[src/line_intersection_assert.svh]
// Assertion macros for the line intersection block.
// No dependencies; included by line_intersection, which carries the checks.
`ifndef LINE_INTERSECTION_ASSERT_SVH
`define LINE_INTERSECTION_ASSERT_SVH

// Same-cycle implication, disabled while reset is held.
`define LNX_ASSERT_NOW(lbl, clk, rst_n, ante, cons, msg) \
  lbl: assert property (@(posedge clk) disable iff (!rst_n) (ante) |-> (cons)) \
    else $error(msg);

// Next-cycle implication, disabled while reset is held.
`define LNX_ASSERT_NEXT(lbl, clk, rst_n, ante, cons, msg) \
  lbl: assert property (@(posedge clk) disable iff (!rst_n) (ante) |=> (cons)) \
    else $error(msg);

`endif

[src/lnx_pkg.sv]
// Shared widths, beat types and the divider tag for the line intersection block.
// No dependencies; the front end, the divider cell and the top module use it by scoped names.
`timescale 1ns / 1ps

package lnx_pkg;

  localparam int COORD_WIDTH = 16;
  localparam int OUT_WIDTH   = 24;
  localparam int FRAC_BITS   = 4;

  // exact intermediate widths
  localparam int DIFF_W  = COORD_WIDTH + 1;
  localparam int PROD_W  = 2 * COORD_WIDTH + 1;
  localparam int CROSS_W = 2 * COORD_WIDTH;
  localparam int NUM_W   = 2 * COORD_WIDTH + 2;
  localparam int DEN_W   = 2 * COORD_WIDTH + 1;
  localparam int MX_W    = 3 * COORD_WIDTH + 1;
  localparam int MN_W    = 3 * COORD_WIDTH + 2;
  localparam int NX_W    = 3 * COORD_WIDTH + 3;
  // quotient bits: one more than the output so saturation is visible
  localparam int Q_W     = OUT_WIDTH + 1;

  typedef struct packed {
    logic signed [COORD_WIDTH-1:0] a_x;
    logic signed [COORD_WIDTH-1:0] a_y;
    logic signed [COORD_WIDTH-1:0] a_dx;
    logic signed [COORD_WIDTH-1:0] a_dy;
    logic signed [COORD_WIDTH-1:0] b_x;
    logic signed [COORD_WIDTH-1:0] b_y;
    logic signed [COORD_WIDTH-1:0] b_dx;
    logic signed [COORD_WIDTH-1:0] b_dy;
  } lnx_in_t;

  typedef struct packed {
    logic                        hit;
    logic signed [OUT_WIDTH-1:0] cross_x;
    logic signed [OUT_WIDTH-1:0] cross_y;
    logic                        clipped;
  } lnx_out_t;

  // numerators and denominator leaving the product front end
  typedef struct packed {
    logic signed [NX_W-1:0]  nx;
    logic signed [NX_W-1:0]  ny;
    logic signed [DEN_W-1:0] den;
  } lnx_prod_t;

  // side information riding along the divider chain
  typedef struct packed {
    logic hit;
    logic neg_x;
    logic neg_y;
    logic ovf_x;
    logic ovf_y;
  } lnx_tag_t;

endpackage

[src/lnx_div_cell.sv]
// One restoring-division cell: settles one quotient bit for both coordinates.
// Depends on lnx_pkg.
`timescale 1ns / 1ps

module lnx_div_cell #(
  parameter int RW      = 62,
  parameter int DD_W    = 37,
  parameter int BIT_POS = 0
) (
  input  logic                      clk,
  input  logic                      rst_n,
  input  logic                      in_valid,
  input  lnx_pkg::lnx_tag_t         in_tag,
  input  logic [DD_W-1:0]           in_dd,
  input  logic [RW-1:0]             in_rem_x,
  input  logic [RW-1:0]             in_rem_y,
  input  logic [lnx_pkg::Q_W-1:0]   in_q_x,
  input  logic [lnx_pkg::Q_W-1:0]   in_q_y,
  output logic                      out_valid,
  output lnx_pkg::lnx_tag_t         out_tag,
  output logic [DD_W-1:0]           out_dd,
  output logic [RW-1:0]             out_rem_x,
  output logic [RW-1:0]             out_rem_y,
  output logic [lnx_pkg::Q_W-1:0]   out_q_x,
  output logic [lnx_pkg::Q_W-1:0]   out_q_y
);

  logic [RW-1:0]           dd_sh;
  logic [RW:0]             sub_x, sub_y;
  logic [RW-1:0]           rem_x_nxt, rem_y_nxt;
  logic [lnx_pkg::Q_W-1:0] q_x_nxt, q_y_nxt;
  logic                    valid_r;
  lnx_pkg::lnx_tag_t       tag_r;
  logic [DD_W-1:0]         dd_r;
  logic [RW-1:0]           rem_x_r, rem_y_r;
  logic [lnx_pkg::Q_W-1:0] q_x_r, q_y_r;

  assign dd_sh = RW'(in_dd) << BIT_POS;
  assign sub_x = {1'b0, in_rem_x} - {1'b0, dd_sh};
  assign sub_y = {1'b0, in_rem_y} - {1'b0, dd_sh};

  // no borrow means the shifted divisor fits: take it and set the bit
  always_comb begin
    rem_x_nxt        = sub_x[RW] ? in_rem_x : sub_x[RW-1:0];
    rem_y_nxt        = sub_y[RW] ? in_rem_y : sub_y[RW-1:0];
    q_x_nxt          = in_q_x;
    q_y_nxt          = in_q_y;
    q_x_nxt[BIT_POS] = !sub_x[RW];
    q_y_nxt[BIT_POS] = !sub_y[RW];
  end

  always_ff @(posedge clk) begin
    if (!rst_n) begin
      valid_r <= 1'b0;
    end else begin
      valid_r <= in_valid;
    end
  end

  always_ff @(posedge clk) begin
    tag_r   <= in_tag;
    dd_r    <= in_dd;
    rem_x_r <= rem_x_nxt;
    rem_y_r <= rem_y_nxt;
    q_x_r   <= q_x_nxt;
    q_y_r   <= q_y_nxt;
  end

  assign out_valid = valid_r;
  assign out_tag   = tag_r;
  assign out_dd    = dd_r;
  assign out_rem_x = rem_x_r;
  assign out_rem_y = rem_y_r;
  assign out_q_x   = q_x_r;
  assign out_q_y   = q_y_r;

endmodule

[config.mk]
export PLATFORM = sky130hd
export DESIGN_NAME = lnx_div_cell
export DESIGN_NICKNAME = d
export VERILOG_FILES = /design/src/line_intersection_assert.svh /design/src/lnx_pkg.sv /design/src/lnx_div_cell.sv
export SDC_FILE = /design/constraint.sdc
export NUM_CORES = 1
export LEC_CHECK = 0
export BUFFER_PORTS_ARGS = -buffer_cell sky130_fd_sc_hd__buf_2
export CAP_MARGIN = 5
export CORE_AREA = 2 2 172 174
export DETAILED_ROUTE_END_ITERATION = 8
export DIE_AREA = 0 0 174 176
export PLACE_DENSITY_LB_ADDON = 0.1
export REMOVE_ABC_BUFFERS = 1
export SYNTH_ARGS = -nofsm -noshare
export SYNTH_HDL_FRONTEND = slang
export SYNTH_SLANG_ARGS = --single-unit
[constraint.sdc]
create_clock -name clk -period 4.3 [get_ports clk]
set_clock_uncertainty 0.2 [all_clocks]
set_input_delay 0.86 -clock clk [delete_from_list [all_inputs] [get_ports clk]]
set_output_delay 0.86 -clock clk [all_outputs]
set_load 0.005 [all_outputs]
==> flow_summary.toml <==
[placed_design]
port_buffers = 433
place_area_um2 = 13800
dpl_worst_slack_ps = 198
gp_congestion = 0.925
hpwl_mm = 31.7

[cts]
clock_path_buffers = 3
cts_tree = "done"
cts_resized = 0
post_cts_buffers = 0
cts_buffers = 25
cts_hold_buffers = 0
cts_root_buf = "clkbuf_16"
path_clk_slew_ps = 60
cts_num_sinks = 217
htreeDepth = 1

[route]
routed_wirelength_mm = 38.4
vias = 10600
routedWlPerCell_um = 18.2
firstDrtPassIters = 5
route.detailed.drc = 0
viasPerCell = 5.04
ant_nets = 0
drt_iter0_markers = 556

[global_route]
grt_overflow_total = 0
antenna_found_initial = 12
grt_pass1_vias = 10600
grt_first_pass_wirelength_mm = 58.5
grtUsageTotal = 0.241
grt_max_degree = 35

[timing]
setup_viol = 0
fmax_mhz = 277
layout_setup_ws_ps = 688
drv_slew = 0
worst_slew_pin_slew_ps = 658
hold_viol = 0
fin_crit_sh = 0.840
slew_headroom = 0.560
fin_tns_setup_ps = 0
period_needed_ps = 3610
rsz0062_at_grt = "false"

[synth]
avgSynthCellArea_um2 = 8.77
synth-seq-cells = 217
async_flop_share = 0
ys.flop_type = "dfxtp_1"
synth_edf_count = 0
yosysSeqAreaShare = 0.389
yosysWarningCount = 0
netlist_area_um2 = 11200
synth_cell_types = 94
synth_cells = 1274

[critical_path]
start_kind = "primary input"
crit_arrival_ps = 3860
worstSetupPathType = "primary input to register"
required_ps = 4550
critPathCaptureType = "register"
crit_fanout = 8

[finish]
register_area_um2 = 4340
fin_nets = 2002
multi_input_area_um2 = 6380
drive_gt1_frac = 0.317
fillers = 2845
area_growth_syn_to_layout_pct = 30.6
final_area_um2 = 14600

[floorplan]
dieArea_um2 = 30600
core_um2 = 28500
start_util = 0.391
io_pins = 436
row_count = 62
die_h_um = 176
fp.dieW_um = 174

[power]
irDropWorstVdd_mv = 0.288
pwr_density_cell_nw_per_um2 = 395
p_leak_uw = 0.00690

[worst_hold_path]
hold_path.class = "primary input to register"

[status]
outcome = "complete, no violations"

[flow_run]
drv_cap = 0
## power by group
part           leakage (uW)  switching, uW  total, uW  internal (uW)
Sequential          0.00183           54.0       2300           2250
Clock              0.000393            842       2110           1260
Combinational       0.00468            755       1350            593
## cell families (layout without fill, tap and decap cells)
| family | Yosys count | in the layout | synth area share |
|---|---|---|---|
| AND/OR/NAND/NOR | 422 | 422 | 0.193 |
| AO/OA/AOI/OAI | 336 | 336 | 0.198 |
| flip-flops | 217 | 217 | 0.389 |
| XOR/XNOR | 114 | 114 | 0.0894 |
| buffers and inverters | 105 | 553 | 0.0399 |
| adder cells (fa/ha/maj) | 76 | 76 | 0.0865 |
| multiplexers | 4 | 4 | 0.00381 |
| other | 0 | 6 | 0 |
## per-layer routing
metal | vias up | wire length [um] | share of wire | track usage
li1 | 5385 | - | - | -
met1 | 4837 | 16300 | 0.42 | 0.293
met2 | 338 | 18600 | 0.48 | 0.425
met3 | 72 | 2350 | 0.061 | 0.0493
met4 | 8 | 1160 | 0.030 | 0.0840
met5 | - | 62 | 0.0016 | 0
## through the flow
stage,power (uW),utilization,hold WS (ps),cells
after floorplan,3080,-,688,1231
after global placement,3680,0.482,763,2064
after detailed placement,3690,0.482,764,2064
after CTS,5820,0.510,210,2106
after global routing,6050,0.511,212,2111
final,5750,0.511,233,2112
## registers in the layout, summed over array words and instances, names as in the netlist
register,count
out_tag,5
out_q_y,25
out_dd,37
out_q_x,25
out_rem_y,62
out_rem_x,62
out_valid,1
## critical path, stage by stage
cell	delay [ps]
buf_2	90
inv_1	100
ha_1	510
nand4_2	190
or4_1	510
a2111oi_1	650
nor3_2	170
nor3_4	280
o21ai_1	210
nand4_1	160
xnor2_1	130
## cells in the final DEF, fill, tap and decap left out, types with 15 or more instances in the layout
| cell | n |
|---|---|
| xnor2_1 | 64 |
| nand3_1 | 34 |
| buf_2 | 433 |
| nor4_1 | 15 |
| nor3_1 | 25 |
| o21a_1 | 16 |
| nor2_1 | 114 |
| a21o_1 | 36 |
| clkbuf_16 | 25 |
| ha_1 | 74 |
| xor2_1 | 50 |
| a21oi_1 | 121 |
| nand4_1 | 23 |
| o21ai_0 | 53 |
| inv_1 | 60 |
| nand2_1 | 106 |
| a31oi_1 | 16 |
| dfxtp_1 | 217 |
## cell type report
cell class | instances | area share
antenna | 6 | 0.00103
clock buffer | 34 | 0.0486
clock inverter | 8 | 0.00678
inverter | 62 | 0.0161
multi-input combinational | 952 | 0.437
sequential | 217 | 0.298
tap | 384 | 0.0329
timing repair buffer | 449 | 0.159
## Yosys cell counts, drive strengths merged, types with 3 or more instances
master / count / area [um^2]
dfxtp: 217 / 4340
a21oi: 126 / 649
nor2: 117 / 452
nand2: 108 / 415
ha: 74 / 926
xnor2: 64 / 561
inv: 62 / 235
o21ai: 61 / 309
xor2: 50 / 438
a21o: 36 / 270
nand3: 34 / 170
nor3: 31 / 191
nand4: 26 / 181
clkbuf: 22 / 86.3
buf: 21 / 124
nor4: 17 / 119
o21a: 17 / 135
a31oi: 16 / 100
and2: 16 / 103
nand2b: 14 / 87.6
o21bai: 11 / 90.1
and3: 10 / 62.6
nor2b: 9 / 56.3
or3: 9 / 56.3
o2111ai: 8 / 93.8
o211ai: 8 / 75.1
or2: 8 / 50.1
o31ai: 7 / 52.6
or4: 7 / 60.1
a21boi: 6 / 52.6
a211oi: 5 / 52.6
a41oi: 5 / 43.8
nand3b: 4 / 33.8
a2111oi: 3 / 27.5
a221oi: 3 / 32.5
and4: 3 / 26.3
nand4b: 3 / 32.5
o2111a: 3 / 35.0
## worst paths after layout
kind | from | endpoint | slack (ps) | cells after the start
max | in_dd[18] | out_rem_y[56] | 690 | 11
min | in_q_x[3] | out_q_x[3] | 230 | 1
(Power assumes the default switching activity.)
